==> config.mk <==
export PLATFORM = sky130hd
export DESIGN_NAME = dds_unit
export DESIGN_NICKNAME = d
export VERILOG_FILES = /design/src/rtl/core/dds_pkg.sv /design/src/rtl/core/dds_unit.sv
export SDC_FILE = /design/constraint.sdc
export NUM_CORES = 1
export LEC_CHECK = 0
export ABC_AREA = 0
export CORE_MARGIN = 2
export CORE_UTILIZATION = 23
export DETAILED_ROUTE_END_ITERATION = 8
export DONT_BUFFER_PORTS = 1
export GPL_TIMING_DRIVEN = 1
export PLACE_DENSITY = 0.33
export SYNTH_ARGS = -nofsm -noshare
export SYNTH_HDL_FRONTEND = slang
export SYNTH_SLANG_ARGS = --single-unit
==> constraint.sdc <==
create_clock -name vclk -period 4.31
set_clock_uncertainty 0.1 [all_clocks]
set_input_delay 0.431 -clock vclk [all_inputs]
set_output_delay 0.431 -clock vclk [all_outputs]
set_load 0.005 [all_outputs]
==> src/rtl/core/dds_pkg.sv <==
// Shared types and constants for the dense shortest-path engine.
package dds_pkg;

  localparam int MAX_VERTICES_DEF = 64;
  localparam int WEIGHT_BITS_DEF  = 16;

  localparam int VTX_W       = 6;
  localparam int WEIGHT_IN_W = 16;
  localparam int DIST_W      = 22;
  localparam int CFG_IDX_W   = 8;
  localparam int CFG_DATA_W  = 7;
  localparam int CFG_VC_W    = 7;
  localparam int CFG_SRC_W   = 6;

  localparam logic [DIST_W-1:0]   DIST_MAX   = '1;
  localparam logic [CFG_VC_W-1:0] VC_RESET   = 7'd64;
  localparam logic [CFG_SRC_W-1:0] SRC_RESET = 6'd0;

  localparam logic CMD_WRITE = 1'b0;
  localparam logic CMD_RUN   = 1'b1;

  localparam logic [CFG_IDX_W-1:0] REG_VERTEX_COUNT  = 8'd0;
  localparam logic [CFG_IDX_W-1:0] REG_SOURCE_VERTEX = 8'd1;

  typedef enum logic [2:0] {
    ST_IDLE,
    ST_NEXT,
    ST_SCAN,
    ST_PICK,
    ST_RELAX,
    ST_EMIT_RD,
    ST_EMIT_LD,
    ST_EMIT_WAIT
  } state_t;

  typedef enum logic {
    UM_SCAN,
    UM_RELAX
  } unit_mode_t;

  typedef struct packed {
    logic              reach;
    logic [DIST_W-1:0] distance;
  } dist_ent_t;

  typedef struct packed {
    unit_mode_t mode;
    dist_ent_t  probe;
    dist_ent_t  best;
  } unit_req_t;

endpackage

==> src/rtl/core/dds_unit.sv <==
// Shared add/compare unit: min-search compare and edge relaxation.
module dds_unit #(
  parameter int WEIGHT_BITS = dds_pkg::WEIGHT_BITS_DEF
) (
  input  dds_pkg::unit_req_t      req,
  input  logic [WEIGHT_BITS-1:0]  weight,
  output logic                    better,
  output dds_pkg::dist_ent_t      result
);
  import dds_pkg::*;
  localparam int SUM_W = ((WEIGHT_BITS > DIST_W) ? WEIGHT_BITS : DIST_W) + 1;

  logic [SUM_W-1:0]  sum;
  logic [DIST_W-1:0] sat;
  dist_ent_t         a;
  dist_ent_t         b;

  always_comb begin
    sum = SUM_W'(req.best.distance) + SUM_W'(weight);
    sat = (sum > SUM_W'(DIST_MAX)) ? DIST_MAX : sum[DIST_W-1:0];
    if (req.mode == UM_RELAX) begin
      a.reach    = 1'b1;
      a.distance = sat;
      b          = req.probe;
    end else begin
      a = req.probe;
      b = req.best;
    end
    better = a.reach && (!b.reach || (a.distance < b.distance));
    result = a;
  end
endmodule

==> impl_metrics.toml <==
[logic_synthesis]
synthAdderAreaFrac_pct = 25.50
synth.distinct_cells = 48
synth_area_leader_cell = "ha_1"
synth-xor-area-share_pct = 6.935
syn_area_mm2 = 0.001894
synth_mux_area_share_pct = 11.62
synth-simple-area-share_pct = 19.15
synth.area.top_cells = "ha_1 24%, mux2i_1 12%, a21oi_1 6.1%"
yosysSeqAreaShare_pct = 0
syn-num-nets = 358
synth_top_area_share_pct = 24.44
synthCells = 257
synth_compound_gate_area_share_pct = 33.36
synth_top_family_by_area = "compound AO/OA/AOI/OAI gates"
syn_avg_cell_area_um2 = 7.371
ys_warn_count = 0

[die]
start_util_pct = 23.41
fp.dieArea_mm2 = 0.008979
core-area_mm2 = 0.008093
die_height_um = 94.76
row_count = 33
die_w_um = 94.76
ios = 87

[final_layout]
antennaDiodeCount = 0
regArea_um2 = 0
fill_cells = 897
syn2layout_area_growth_pct = 44.85
clockBufferCount = 0
nets = 420
seq_cell_count = 0
layout-drive-gt1-share_pct = 33.75
multi_input_area_mm2 = 0.002068

[detailed_routing]
drtAntennaViolNets = 0
via_count = 2125
vias_per_cell = 5.036
drt_wl_total_um = 6794
drt-pass1-iter-count = 5
drt-initial-drc-count = 59
wl_per_cell_um = 16.10
drc = 0

[hold_path]
hp-start = "req[46]"
min_path_type = "primary input to primary output"
hold_end = "result[0]"
min_path_cells = 1

[pwr]
ir_worst_vdd_mv = 0.04840
p_total_mw = 0.4243
switching_share_pct = 47.35
seqPwrFrac_pct = 0
intPower_mw = 0.2234
power.leakage_nw = 1.241
pwr-share-comb_pct = 100.0
pwr-share-clk_pct = 0
power_density_mw_per_mm2 = 154.6
switching_power_mw = 0.2009

[worst_setup_path]
required_ns = 3.78
criticalPathCategory = "primary input to primary output"
worstSetupStartpointType = "primary input"
crit_start = "weight[0]"
path_max_fanout = 7
end_kind = "primary output"
arrival_ns = 3.72

[placed_design]
numPortBuffers = 0
gp_congestion = 0.7445
place_ws_ns = -0.2804
dpl.hpwl_um = 5750

[global_routing]
grt_pass1_wl_um = 10300
antenna_found_initial = 0
overflow = 0
grt_max_degree = 62
grt_pass1_vias = 2135
track_usage_pct = 14.12

[timing]
hold_viol_final = 0
period_needed_ns = 4.251
slew_viol_final = 0
setup_violations = 0
tightest_slew_ns = 0.3603
clock.fmax_mhz = 235.2
rsz0062_at_grt = "yes"
slew_headroom_pct = 75.84
fin_ws_ns = 0.05867
fin_tns_setup_ns = 0
fin_crit_sh_pct = 98.64

[clock_tree]
hold_buffers = 0

[flow_run]
drv_cap = 0

[status]
run_status = "completed"
## power groups by stage
stage / sequential [mW] / clock (mW) / combinational (mW)
4_1_cts: 0 / 0 / 0.379
3_3_place_gp: 0 / 0 / 0.367
5_1_grt: 0 / 0 / 0.476
3_5_place_dp: 0 / 0 / 0.362
2_1_floorplan: 0 / 0 / 0.233
6_report: 0 / 0 / 0.424
## timing repair
| item | in CTS | in global routing |
|---|---|---|
| setup buffers | 4 | 8 |
| endpoints found under the setup margin | 1 | 1 |
| gates resized for setup | 9 | 33 |
| pin swaps | 7 | 27 |
## critical path: stages
cell and delay (ns):
ha_4 0.14, fa_2 0.21, a21o_1 0.18, nand3_2 0.10, a21bo_4 0.25, a211oi_4 0.29, o21ai_2 0.12, buf_4 0.16
and2_4 0.17, buf_4 0.14, buf_4 0.13, a21oi_4 0.14, ha_4 0.23, a211oi_4 0.26, nor3b_4 0.08, a2111oi_4 0.35
buf_4 0.17, o221a_1 0.19
## area by class of cell
type | count | share of cell area [%]
Tap cell | 105 | 4.788
Inverter | 6 | 0.8208
Multi-Input combinational cell | 242 | 75.38
Timing Repair Buffer | 69 | 19.02
## metrics by stage
step | area, um2 | instances | util (%) | hold slack (ns)
2_1_floorplan | 1894 | 257 | - | 0.8564
3_3_place_gp | 2411 | 410 | 29.79 | 0.8417
3_5_place_dp | 2411 | 410 | 29.79 | 0.8437
5_1_grt | 2744 | 422 | 33.91 | 0.8444
4_1_cts | 2491 | 414 | 30.78 | 0.8435
6_report | 2744 | 422 | 33.91 | 0.8413
## cells by family (layout without fill, tap and decap cells)
kind of cell | count (synthesis) | in the layout
AO/OA/AOI/OAI | 90 | 90
XOR/XNOR | 15 | 15
adder cells (fa/ha/maj) | 38 | 38
buffers and inverters | 15 | 75
multiplexers | 22 | 22
AND/OR/NAND/NOR | 77 | 77
## cell usage in the layout (no fill, tap or decap), types with 3 or more instances in the layout
cell type / count
o21ai_1: 4
ha_1: 31
mux2i_1: 22
a21o_1: 12
inv_1: 6
nor2_1: 29
and3_1: 5
a21oi_2: 4
a41oi_1: 3
a31oi_1: 10
nand2_1: 17
nand3_1: 4
a21oi_1: 19
o21ai_2: 3
xor2_1: 8
buf_4: 68
ha_4: 5
o21ai_0: 9
xnor2_1: 7
nand4_1: 5
## cells in the mapped netlist, types with 2 or more instances
library cell	n
nor3_1	4
and2_1	3
o21ai_0	12
a41oi_1	3
nor2_1	30
or2_2	2
mux2i_1	22
and3_1	5
inv_1	6
nand2_1	17
clkbuf_1	7
a21oi_1	23
a211oi_1	4
nand4_1	5
a31oi_1	13
a21o_1	12
ha_1	37
xor2_1	8
o21a_1	3
o21ai_1	3
xnor2_1	7
nand3_1	5
## worst max path at each step
stage	depth (start not counted)	endpoint
after floorplan	17	better
after global placement	17	better
after detailed placement	17	better
after CTS	16	better
after global routing	18	better
final	18	better
## per-layer routing
layer  wire length (um)  global-route usage, %
met1               3307                  20.64
met3                271                  1.117
met2               3215                  23.88
met5                  0                      0
met4                  0                 0.2415
(Power assumes the default switching activity.)
