<file path="src/rtl/core/dds_ram.sv">
// Generic single-write, single-read RAM with registered read data.
module dds_ram #(
  parameter int WIDTH = 8,
  parameter int DEPTH = 16
) (
  input  logic                     clk,
  input  logic                     we,
  input  logic [$clog2(DEPTH)-1:0] waddr,
  input  logic [WIDTH-1:0]         wdata,
  input  logic [$clog2(DEPTH)-1:0] raddr,
  output logic [WIDTH-1:0]         rdata
);
  logic [WIDTH-1:0] mem [DEPTH];
  logic [WIDTH-1:0] rdata_r;

  always_ff @(posedge clk) begin
    if (we) begin
      mem[waddr] <= wdata;
    end
    rdata_r <= mem[raddr];
  end

  assign rdata = rdata_r;
endmodule

</file>
<file path="config.mk">
export PLATFORM = sky130hd
export DESIGN_NAME = dds_ram
export DESIGN_NICKNAME = d
export VERILOG_FILES = /design/src/rtl/core/dds_ram.sv
export SDC_FILE = /design/constraint.sdc
export NUM_CORES = 1
export LEC_CHECK = 0
export BUFFER_PORTS_ARGS = -buffer_cell sky130_fd_sc_hd__buf_4
export CAP_MARGIN = 15
export CORE_MARGIN = 2
export CORE_UTILIZATION = 60
export DETAILED_ROUTE_END_ITERATION = 6
export MAX_ROUTING_LAYER = met4
export PLACE_DENSITY_LB_ADDON = 0.25
export SKIP_CTS_REPAIR_TIMING = 1
export SKIP_LAST_GASP = 1
export SYNTH_ARGS = -nofsm -noshare
export SYNTH_HDL_FRONTEND = slang
export SYNTH_SLANG_ARGS = --single-unit
</file>
<file path="constraint.sdc">
create_clock -name clk -period 4.05 [get_ports clk]
set_clock_uncertainty 0.1 [all_clocks]
set_input_delay 0.2025 -clock clk [delete_from_list [all_inputs] [get_ports clk]]
set_output_delay 0.2025 -clock clk [all_outputs]
set_load 0.01 [all_outputs]
</file>
==> results of run 1 <==
[layer usage]
metal / share of wire / vias up
met5: 0 / -
met1: 0.44 / 1254
met3: 0.055 / 11
met4: 0.011 / 0
met2: 0.50 / 96
li1: - / 1061
[per-stage QoR]
| step | power, µW | std cells | instance area [µm²] |
|---|---|---|---|
| 6_report | 3428 | 392 | 6142 |
| 5_1_grt | 3529 | 392 | 6142 |
| 4_1_cts | 3438 | 384 | 6062 |
| 3_5_place_dp | 1762 | 352 | 5403 |
| 3_3_place_gp | 1756 | 352 | 5403 |
| 2_1_floorplan | 1694 | 229 | 5147 |
[worst max-delay path by stage]
| stage | endpoint | slack, ps | from | cells after the start |
|---|---|---|---|---|
| after floorplan | mem[0][0]$_DFFE_PP_ | 2250 | waddr[2] | 2 |
| after global placement | mem[0][6]$_DFFE_PP_ | 1960 | waddr[2] | 3 |
| after detailed placement | mem[0][4]$_DFFE_PP_ | 1930 | waddr[2] | 3 |
| after CTS | rdata[0]$_DFF_P_ | 2490 | mem[1][0]$_DFFE_PP_ | 3 |
| after global routing | mem[0][2]$_DFFE_PP_ | 2390 | waddr[2] | 3 |
| final | mem[0][3]$_DFFE_PP_ | 2450 | waddr[2] | 3 |
[power groups by stage]
stage	clock network (µW)	registers, µW	logic, µW
final	1690	1580	156
after global routing	1770	1580	169
after CTS	1700	1580	152
after detailed placement	0	1610	151
after global placement	0	1610	147
after floorplan	0	1610	79.9
[critical path: cells and delay by family]
| family | cells | cell delay, ps |
|---|---|---|
| AND/OR/NAND/NOR | 2 | 1300 |
| buffers and inverters | 1 | 120 |
[sequential cells by signal, summed over array words and instances (netlist names)]
name,flops
mem,128
rdata,8
[synthesized netlist by cell type]
cell type,instances,area (µm²)
sky130_fd_sc_hd__a22oi_1,16,120.1
sky130_fd_sc_hd__and2_1,1,6.260
sky130_fd_sc_hd__and2b_1,1,7.510
sky130_fd_sc_hd__buf_2,3,15.01
sky130_fd_sc_hd__buf_4,1,7.510
sky130_fd_sc_hd__buf_6,3,33.78
sky130_fd_sc_hd__clkdlybuf4s25_2,3,30.03
sky130_fd_sc_hd__dfxtp_1,8,160.2
sky130_fd_sc_hd__edfxtp_1,128,3844
sky130_fd_sc_hd__mux4_1,14,367.9
sky130_fd_sc_hd__mux4_2,18,405.4
sky130_fd_sc_hd__nand2_1,9,33.78
sky130_fd_sc_hd__nand2b_1,2,12.51
sky130_fd_sc_hd__nand3_1,1,5.000
sky130_fd_sc_hd__nand3b_1,2,15.01
sky130_fd_sc_hd__nor2_1,13,48.80
sky130_fd_sc_hd__nor2b_1,1,6.260
sky130_fd_sc_hd__nor3_1,4,20.02
sky130_fd_sc_hd__or3b_2,1,8.760
[final cells by class]
type	count	area (µm²)
sequential	136	4004
multi-input combinational	83	1057
clock buffer	20	435.4
tap	105	131.4
timing repair buffer	36	290.3
clock inverter	12	224.0
fill	479	2116
[kinds of logic (layout without fill, tap and decap cells)]
| group | after synthesis | count (layout) |
|---|---|---|
| buf+inv | 10 | 68 |
| compound gates | 16 | 16 |
| simple gates | 35 | 35 |
| flops | 136 | 136 |
| mux | 32 | 32 |
==> flow_summary.toml, run 1 <==
[placement]
finalWeightedCongestion = 0.7635
pre_cts_ws_ps = 1933
detailedPlacementHpwl_mm = 5.551
count_of_input_and_output_buffers = 25

[logic_synthesis]
post_synth.cell_area_avg_um2 = 22.48
synthXorXnorAreaFrac = 0
synthesis.instances = 229
net_count_synth = 247
ys_seq_area_frac = 0.7778
summed_instance_area_of_the_synthesized_netlist_um2 = 5147
yosysWarningCount = 0
synth_cell_types = 19
synth_top_family_by_area = "multiplexers"
synthMuxAreaShare = 0.1502
post_synth_simple_gate_area = 0.03184
synth_compound_area_frac = 0.02333
synth-adder-area-share = 0
synth_seq_cells = 136

[cts]
insertion_delay_ps = 510
cts_tree = "built"
cts.sinks = 136
tritoncts.num_buffers = 17
clkTransAtPathRegs_ps = 60
cts.htree.levels = 4
cts_root_buf = "sky130_fd_sc_hd__clkbuf_8"
cts.path.max_buffers = 2

[power_and_ir_drop]
clkPwrFrac = 0.493
internal_power_uw = 2786
power.density_nw_per_um2 = 558.1
power.share.combinational = 0.046
power.switching_fraction = 0.1874
ir_worst_vdd_mv = 0.4248
net-switching-power_uw = 642.3
share_seq_of_total_power = 0.462
total_leakage_power_uw = 0.002083

[detailed_routing]
via_per_inst = 6.179
drtPass1Iterations = 4
drt_iter0_markers = 231
drt-wirelength-per-cell_um = 24.71
number_of_design_rule_violations_left_after_detail_routing = 0
vias = 2422
detail_route.wirelength_mm = 9.688
route.antenna.remaining_nets = 0

[finish]
postLayoutCoreUtil = 0.7438
syn2layout_area_growth_pct = 19.32
most-common-layout-cells = "sky130_fd_sc_hd__edfxtp_1, sky130_fd_sc_hd__buf_4, sky130_fd_sc_hd__mux4_2, sky130_fd_sc_hd__a22oi_1, sky130_fd_sc_hd__clkbuf_16"
final_nets = 292
final_layout_size_suffix_gt1_frac = 0.2683
antenna-diode-count = 0
mostFrequentLayoutCell = "sky130_fd_sc_hd__edfxtp_1"

[grt]
antenna_found_initial = 0
grt-busiest-layer = "met2"
grt.met3_usage = 0.06936
grtUsageMet1 = 0.3172
track_usage = 0.2299
grt.met2_usage = 0.3376
grt_max_degree = 33
global_route.overflow_total = 0
via_count_of_the_first_global_routing_pass = 2427
first_pass_grt_wire_length_mm = 14.86

[worst_setup_path]
worst_setup_path_start_kind = "primary input"
crit_path_cell_trace = "buf_4 > or3b_2 > nor3_1"
endpoint_kind = "flop"
regToRegEndpoint = "rdata[0]$_DFF_P_"
r2r-start = "mem[1][0]$_DFFE_PP_"
timing_worst_setup_path_type = "primary input to flop"
crit_fanout = 8
cp_data_required_time_ps = 4080
reg2reg_setup_slack_ps = 2480
worstPathArrival_ps = 1630
slowest_delay_ps = 800
timing.critical_path.slowest_stage_cell = "sky130_fd_sc_hd__nor3_1"
r2r_cells = 3

[min_path]
whs_endpoint = "mem[4][2]$_DFFE_PP_"
hold_sp = "waddr[0]"
count_of_cells_along_the_worst_hold_path = 2
hold_path_class = "primary input to flop"

[sta]
worst_pin_slew_ps = 1026
post_route_fraction_of_the_period_consumed_by_the_critical_path = 0.3942
timing.setup.tns_ps = 0
min_period_ps = 1596
timing.final.setup_violations = 0
timing.final.ws_setup_ps = 2454
maxClockFrequency_mhz = 626.4
slew_headroom = 0.3107
final_max_slew_viol_count = 0
fin_hold_ws_ps = 41.59
finalHoldViolCount = 0
rsz0062_at_grt = "false"

[floorplan]
fp-row-count = 33
standard_cell_core_area_um2 = 8258
starting_utilization_of_the_core_area = 0.6233
dieArea_um2 = 9336
die_width_um = 96.63
floorplan.io_pins = 26
die_h_um = 96.63

[run_status]
run_status = "complete, no violations"

[job]
maxCapViolations = 0
No activity file was read; power rests on OpenSTA's default activity.
==> inputs of run 2 (changes only) <==
--- a/config.mk
+++ b/config.mk
@@ -5,10 +5,11 @@
 export SDC_FILE = /design/constraint.sdc
 export NUM_CORES = 1
 export LEC_CHECK = 0
+export ABC_AREA = 1
 export BUFFER_PORTS_ARGS = -buffer_cell sky130_fd_sc_hd__buf_4
 export CAP_MARGIN = 15
 export CORE_MARGIN = 2
-export CORE_UTILIZATION = 60
+export CORE_UTILIZATION = 55
 export DETAILED_ROUTE_END_ITERATION = 6
 export MAX_ROUTING_LAYER = met4
 export PLACE_DENSITY_LB_ADDON = 0.25
==> constraint.sdc (replaced) <==
create_clock -name clk -period 1.35 [get_ports clk]
set_clock_uncertainty 0.1 [all_clocks]
set_input_delay 0.0675 -clock clk [delete_from_list [all_inputs] [get_ports clk]]
set_output_delay 0.0675 -clock clk [all_outputs]
set_load 0.01 [all_outputs]
==> run 2 against run 1 <==
Compared with the run above: total power rose to 2.8 times the previous value; wire length rose by 30%; synthesized cell count rose by 140%; non-clock buffer count rose by 24; critical endpoint is now rdata[4]; largest cell class unchanged; largest power group is now registers; highest routed layer unchanged.
==> flow_summary.toml, run 2 <==
[run_status]
run_status = "complete, no violations"

[power_and_ir_drop]
ir_worst_vdd_mv = 0.7814
power.density_nw_per_um2 = 1421
total_power_uw = 9727
total_leakage_power_uw = 0.002984

[finish]
seq_area_um2 = 4004
antenna-diode-count = 0
syn2layout_area_growth_pct = 18.70
most-common-layout-cells = "sky130_fd_sc_hd__nand2_1, sky130_fd_sc_hd__edfxtp_1, sky130_fd_sc_hd__inv_1, sky130_fd_sc_hd__nand3_1, sky130_fd_sc_hd__buf_4"
post-route-cell-area_um2 = 6845
multi_input_comb_area_um2 = 1214
final_layout_size_suffix_gt1_frac = 0.1325
nFillCells = 780
flip_flop_count_of_the_largest_register_after_layout = 128
layoutNonFillerInstCount = 755
final_nets = 624
top_register = "mem"
mostFrequentLayoutCell = "sky130_fd_sc_hd__nand2_1"

[worst_setup_path]
timing_worst_setup_path_type = "flop to output pin"
endpoint_kind = "output pin"
reg2reg_setup_slack_ps = 230
crit_path_cell_trace = "buf_4"
cp_data_required_time_ps = 1180
critPathCapture = "rdata[4]"
crit_cells = 1
worst_setup_path_start_kind = "flop"
timing.critical_path.slowest_stage_cell = "sky130_fd_sc_hd__dfxtp_1"
crit_fanout = 1
r2r-start = "mem[1][1]$_DFFE_PP_"
worstPathArrival_ps = 1010
regToRegEndpoint = "rdata[1]$_DFF_P_"
r2r_cells = 6
cp-startpoint = "rdata[4]$_DFF_P_"
slowest_delay_ps = 350
path_delay_family = "flip-flops"
timing.critical_path.buf_inv = 1

[logic_synthesis]
synthesis.instances = 551
yosys.area.top_type_share = 0.6665
leading_post_synthesis_cells_by_cell_area = "sky130_fd_sc_hd__edfxtp_1, sky130_fd_sc_hd__nand2_1, sky130_fd_sc_hd__nand3_1"
synth_compound_area_frac = 0
netlist.top_cell.by_area = "sky130_fd_sc_hd__edfxtp_1"
synth_top_flop_cell = "sky130_fd_sc_hd__edfxtp_1"
synth-async-reset-ratio = 0
synthXorXnorAreaFrac = 0
summed_instance_area_of_the_synthesized_netlist_um2 = 5767
synth.top_cells.by_count = "sky130_fd_sc_hd__nand2_1, sky130_fd_sc_hd__edfxtp_1, sky130_fd_sc_hd__inv_1"
synthMuxAreaShare = 0
synth_most_common_cell = "sky130_fd_sc_hd__nand2_1"
yosysWarningCount = 0
post_synth.cell_area_avg_um2 = 10.47
net_count_synth = 569
synth-adder-area-share = 0
synth_cell_types = 12
ys_seq_area_frac = 0.6943
edff_count_synth = 128
synth_top_family_by_area = "simple AND/OR/NAND/NOR gates"
post_synth_simple_gate_area = 0.2105
synth_seq_cells = 136

[grt]
antenna_found_initial = 0
grt_max_degree = 65
first_pass_grt_wire_length_mm = 19.75
global_route.overflow_total = 0
via_count_of_the_first_global_routing_pass = 3782
track_usage = 0.2486

[detailed_routing]
vias = 3895
detail_route.wirelength_mm = 12.61
number_of_design_rule_violations_left_after_detail_routing = 0
drtPass1Iterations = 5
route.antenna.remaining_nets = 0
drt-wirelength-per-cell_um = 16.70
drt_iter0_markers = 306
via_per_inst = 5.159

[sta]
timing.setup.tns_ps = 0
timing.final.setup_violations = 0
maxClockFrequency_mhz = 849.8
slew_headroom = 0.7423
worst_pin_slew_ps = 386.6
post_route_fraction_of_the_period_consumed_by_the_critical_path = 0.8717
final_max_slew_viol_count = 0
rsz0062_at_grt = "false"
fin_hold_ws_ps = 34.76
min_period_ps = 1177
finalHoldViolCount = 0

[min_path]
count_of_cells_along_the_worst_hold_path = 7
hold_path_class = "primary input to flop"

[cts]
cts.sinks = 136
cts_tree = "built"
cts_root_buf = "sky130_fd_sc_hd__clkbuf_8"
clkTransAtPathRegs_ps = 60
insertion_delay_ps = 530
tritoncts.num_buffers = 17
cts.htree.levels = 4
cts.path.max_buffers = 2

[floorplan]
die_width_um = 106.4
starting_utilization_of_the_core_area = 0.5637
dieArea_um2 = 11320
floorplan.io_pins = 26
fp-row-count = 37
die_h_um = 106.4
standard_cell_core_area_um2 = 10230

[placement]
finalWeightedCongestion = 0.9226
placed_cells = 713
placed_cell_area_um2 = 6183
detailedPlacementHpwl_mm = 7.568
count_of_input_and_output_buffers = 25

[job]
maxCapViolations = 0
-- run 2: worst min path at each step --
| stage | start | end | slack, ps |
|---|---|---|---|
| floorplan | wdata[0] | mem[0][0]$_DFFE_PP_ | 70 |
| global placement | raddr[3] | rdata[7]$_DFF_P_ | 280 |
| detailed placement | raddr[3] | rdata[2]$_DFF_P_ | 280 |
| CTS | raddr[3] | rdata[2]$_DFF_P_ | -270 |
| global route | raddr[1] | rdata[5]$_DFF_P_ | 50 |
| finish | raddr[1] | rdata[2]$_DFF_P_ | 30 |
-- run 2: report_power, final --
part / switching (µW) / internal, µW / leakage (µW)
clock: 1680 / 2650 / 0.000263
sequential: 30.4 / 4720 / 0.00122
combinational: 413 / 232 / 0.00150
-- run 2: final cells by class --
type                       instances  area share
sequential                       136      0.5849
multi-input combinational        289      0.1773
timing repair buffer              60     0.07494
clock buffer                      19     0.06306
inverter                         102     0.05593
tap                              136     0.02486
clock inverter                    13     0.01901
-- run 2: logic make-up after synthesis --
| logic type | after synthesis |
|---|---|
| buffers and inverters | 126 |
| DFF | 136 |
| and+or+nand+nor | 289 |
-- run 2: routing by layer --
| metal | GRT usage | up-vias | part of all wire |
|---|---|---|---|
| met4 | 0.1212 | 0 | 0.028 |
| met1 | 0.3205 | 1839 | 0.43 |
| met3 | 0.05641 | 30 | 0.065 |
| met5 | - | - | 0 |
| met2 | 0.3759 | 144 | 0.48 |
| li1 | - | 1882 | - |
-- run 2: stage by stage --
stage / util / setup slack (ps)
detailed placement: 0.6044 / 116.0
floorplan: - / 231.7
global placement: 0.6044 / 140.3
finish: 0.6691 / 173.2
CTS: 0.6593 / 153.3
global route: 0.6691 / 135.2
==> inputs of run 3 (changes only) <==
--- a/config.mk
+++ b/config.mk
@@ -8,8 +8,10 @@
 export ABC_AREA = 1
 export BUFFER_PORTS_ARGS = -buffer_cell sky130_fd_sc_hd__buf_4
 export CAP_MARGIN = 15
+export CELL_PAD_IN_SITES_DETAIL_PLACEMENT = 2
+export CELL_PAD_IN_SITES_GLOBAL_PLACEMENT = 2
 export CORE_MARGIN = 2
-export CORE_UTILIZATION = 55
+export CORE_UTILIZATION = 36
 export DETAILED_ROUTE_END_ITERATION = 6
 export MAX_ROUTING_LAYER = met4
 export PLACE_DENSITY_LB_ADDON = 0.25
==> run 3 against run 2 <==
Compared with the run above: the flow now finishes with violations (hold timing); die area increased by 51%; register-to-register slack got worse by 90 ps; sequential share of layout area down 1.6 points; non-clock buffer count rose by 2; worst setup slack worse by 97 ps; global-route usage shrank 2.1 points; via count is 3.9% higher; sequential cell count unchanged; count of clock-buffer cells in the layout down 2; critical path type is now primary input to flop; critical endpoint is now rdata[0]$_DFF_P_.
==> flow_summary.toml, run 3 (synthesis gave the netlist of run 2 again) <==
[grt]
global_route.overflow_total = 0
track_usage = 0.2276
grt_max_degree = 62
antenna_found_initial = 0
first_pass_grt_wire_length_mm = 26.46
via_count_of_the_first_global_routing_pass = 4509

[min_path]
hold_sp = "raddr[2]"
hold_path_class = "primary input to flop"
whs_endpoint = "rdata[1]$_DFF_P_"
count_of_cells_along_the_worst_hold_path = 4

[detailed_routing]
route.antenna.remaining_nets = 0
vias = 4048
via_per_inst = 4.836
detail_route.wirelength_mm = 17.53
number_of_design_rule_violations_left_after_detail_routing = 0
drt_iter0_markers = 257
drtPass1Iterations = 4
drt-wirelength-per-cell_um = 20.95

[floorplan]
standard_cell_core_area_um2 = 15770
die_h_um = 130.6
die_width_um = 130.6
fp-row-count = 46
floorplan.io_pins = 26
dieArea_um2 = 17050
starting_utilization_of_the_core_area = 0.3657

[cts]
cts.htree.levels = 4
cts.path.max_buffers = 2
cts_tree = "built"
insertion_delay_ps = 420
clkTransAtPathRegs_ps = 60
cts.sinks = 136
tritoncts.num_buffers = 17
cts_root_buf = "sky130_fd_sc_hd__clkbuf_16"

[placement]
pre_cts_ws_ps = -30.70
detailedPlacementHpwl_mm = 11.20
finalWeightedCongestion = 0.7458
count_of_input_and_output_buffers = 25

[power_and_ir_drop]
total_leakage_power_uw = 0.003028
ir_worst_vdd_mv = 0.8942
power.density_nw_per_um2 = 1452

[worst_setup_path]
regToRegEndpoint = "rdata[1]$_DFF_P_"
worst_setup_path_start_kind = "primary input"
cp_data_required_time_ps = 1610
timing_worst_setup_path_type = "primary input to flop"
crit_fanout = 9
endpoint_kind = "flop"
worstPathArrival_ps = 1530
reg2reg_setup_slack_ps = 140
r2r-start = "mem[8][1]$_DFFE_PP_"
r2r_cells = 6

[finish]
final_layout_size_suffix_gt1_frac = 0.1369
top_register = "mem"
mostFrequentLayoutCell = "sky130_fd_sc_hd__nand2_1"
syn2layout_area_growth_pct = 22.07
flip_flop_count_of_the_largest_register_after_layout = 128
final_nets = 626
antenna-diode-count = 0
most-common-layout-cells = "sky130_fd_sc_hd__nand2_1, sky130_fd_sc_hd__edfxtp_1, sky130_fd_sc_hd__inv_1, sky130_fd_sc_hd__nand3_1, sky130_fd_sc_hd__buf_4"

[run_status]
failed_checks = "hold timing"
run_status = "complete, but fails checks"

[job]
maxCapViolations = 0

[sta]
timing.final.ws_setup_ps = 76.26
slew_headroom = 0.7209
timing.final.setup_violations = 0
finalHoldViolCount = 2
maxClockFrequency_mhz = 785.1
min_period_ps = 1274
post_route_fraction_of_the_period_consumed_by_the_critical_path = 0.9435
fin_hold_ws_ps = -26.37
timing.setup.tns_ps = 0
final_max_slew_viol_count = 0
rsz0062_at_grt = "false"
worst_pin_slew_ps = 418.3
==> run 3: cell types whose count changed in the layout (fill, tap and decap cells not counted) <==
cell | before | now
sky130_fd_sc_hd__buf_12 | 3 | 6
sky130_fd_sc_hd__clkbuf_8 | 2 | 0
sky130_fd_sc_hd__clkinv_2 | 4 | 2
sky130_fd_sc_hd__clkinv_4 | 1 | 3
sky130_fd_sc_hd__inv_6 | 0 | 2
sky130_fd_sc_hd__buf_4 | 47 | 46
sky130_fd_sc_hd__bufinv_16 | 2 | 3
sky130_fd_sc_hd__clkbuf_1 | 1 | 0
sky130_fd_sc_hd__clkbuf_16 | 16 | 17
sky130_fd_sc_hd__clkinvlp_4 | 5 | 4
==> run 3: final cells by class <==
class	instances	area, µm²
Clock buffer	17	425.4
Clock inverter	15	177.7
Fill cell	1679	8731
Inverter	102	382.9
Multi-Input combinational cell	289	1214
Sequential cell	136	4004
Tap cell	216	270.3
Timing Repair Buffer	62	565.5
==> run 3: worst max path at each step <==
stage | from | end | slack [ps] | cells after the start
after global routing | mem[9][1]$_DFFE_PP_ | rdata[1]$_DFF_P_ | 30 | 6
after CTS | mem[8][1]$_DFFE_PP_ | rdata[1]$_DFF_P_ | 110 | 6
after detailed placement | raddr[0] | rdata[1]$_DFF_P_ | -30 | 8
after global placement | raddr[0] | rdata[3]$_DFF_P_ | 60 | 8
after floorplan | waddr[2] | mem[10][0]$_DFFE_PP_ | 230 | 2
final | raddr[3] | rdata[0]$_DFF_P_ | 80 | 5
==> run 3: per-layer routing <==
layer  wire length (µm)  track usage  vias up  part of all wire
met5                  0            -        -                 0
met1               7315       0.2603     2056              0.42
met3                644      0.04153       20             0.037
met2               9173       0.3992       83              0.52
li1                   -            -     1889                 -
met4                400      0.08636        0             0.023
==> run 3: where the power goes <==
part / switching, µW / total [µW] / internal (µW)
logic: 469 / 717 / 248
registers: 33.7 / 4750 / 4720
clock network: 1840 / 4750 / 2910
total: 2350 / 10200 / 7870
==> run 3: critical path, cell delays in order <==
cell and delay (ps):
sky130_fd_sc_hd__dlygate4sd3_1 540, sky130_fd_sc_hd__buf_4 190, sky130_fd_sc_hd__inv_1 330, sky130_fd_sc_hd__nand3_1 260, sky130_fd_sc_hd__nand2_1 130
==> run 3: per-stage QoR <==
| stage | total power [µW] | instance area, µm² | instances | hold WS [ps] | utilization |
|---|---|---|---|---|---|
| finish | 10220 | 7039 | 837 | -26.37 | 0.4464 |
| global route | 10510 | 7039 | 837 | 17.65 | 0.4464 |
| CTS | 10280 | 6939 | 827 | -141.0 | 0.4400 |
| detailed placement | 5538 | 6336 | 795 | 308.5 | 0.4018 |
| global placement | 5493 | 6336 | 795 | 290.5 | 0.4018 |
| floorplan | 5177 | 5767 | 551 | 66.37 | - |
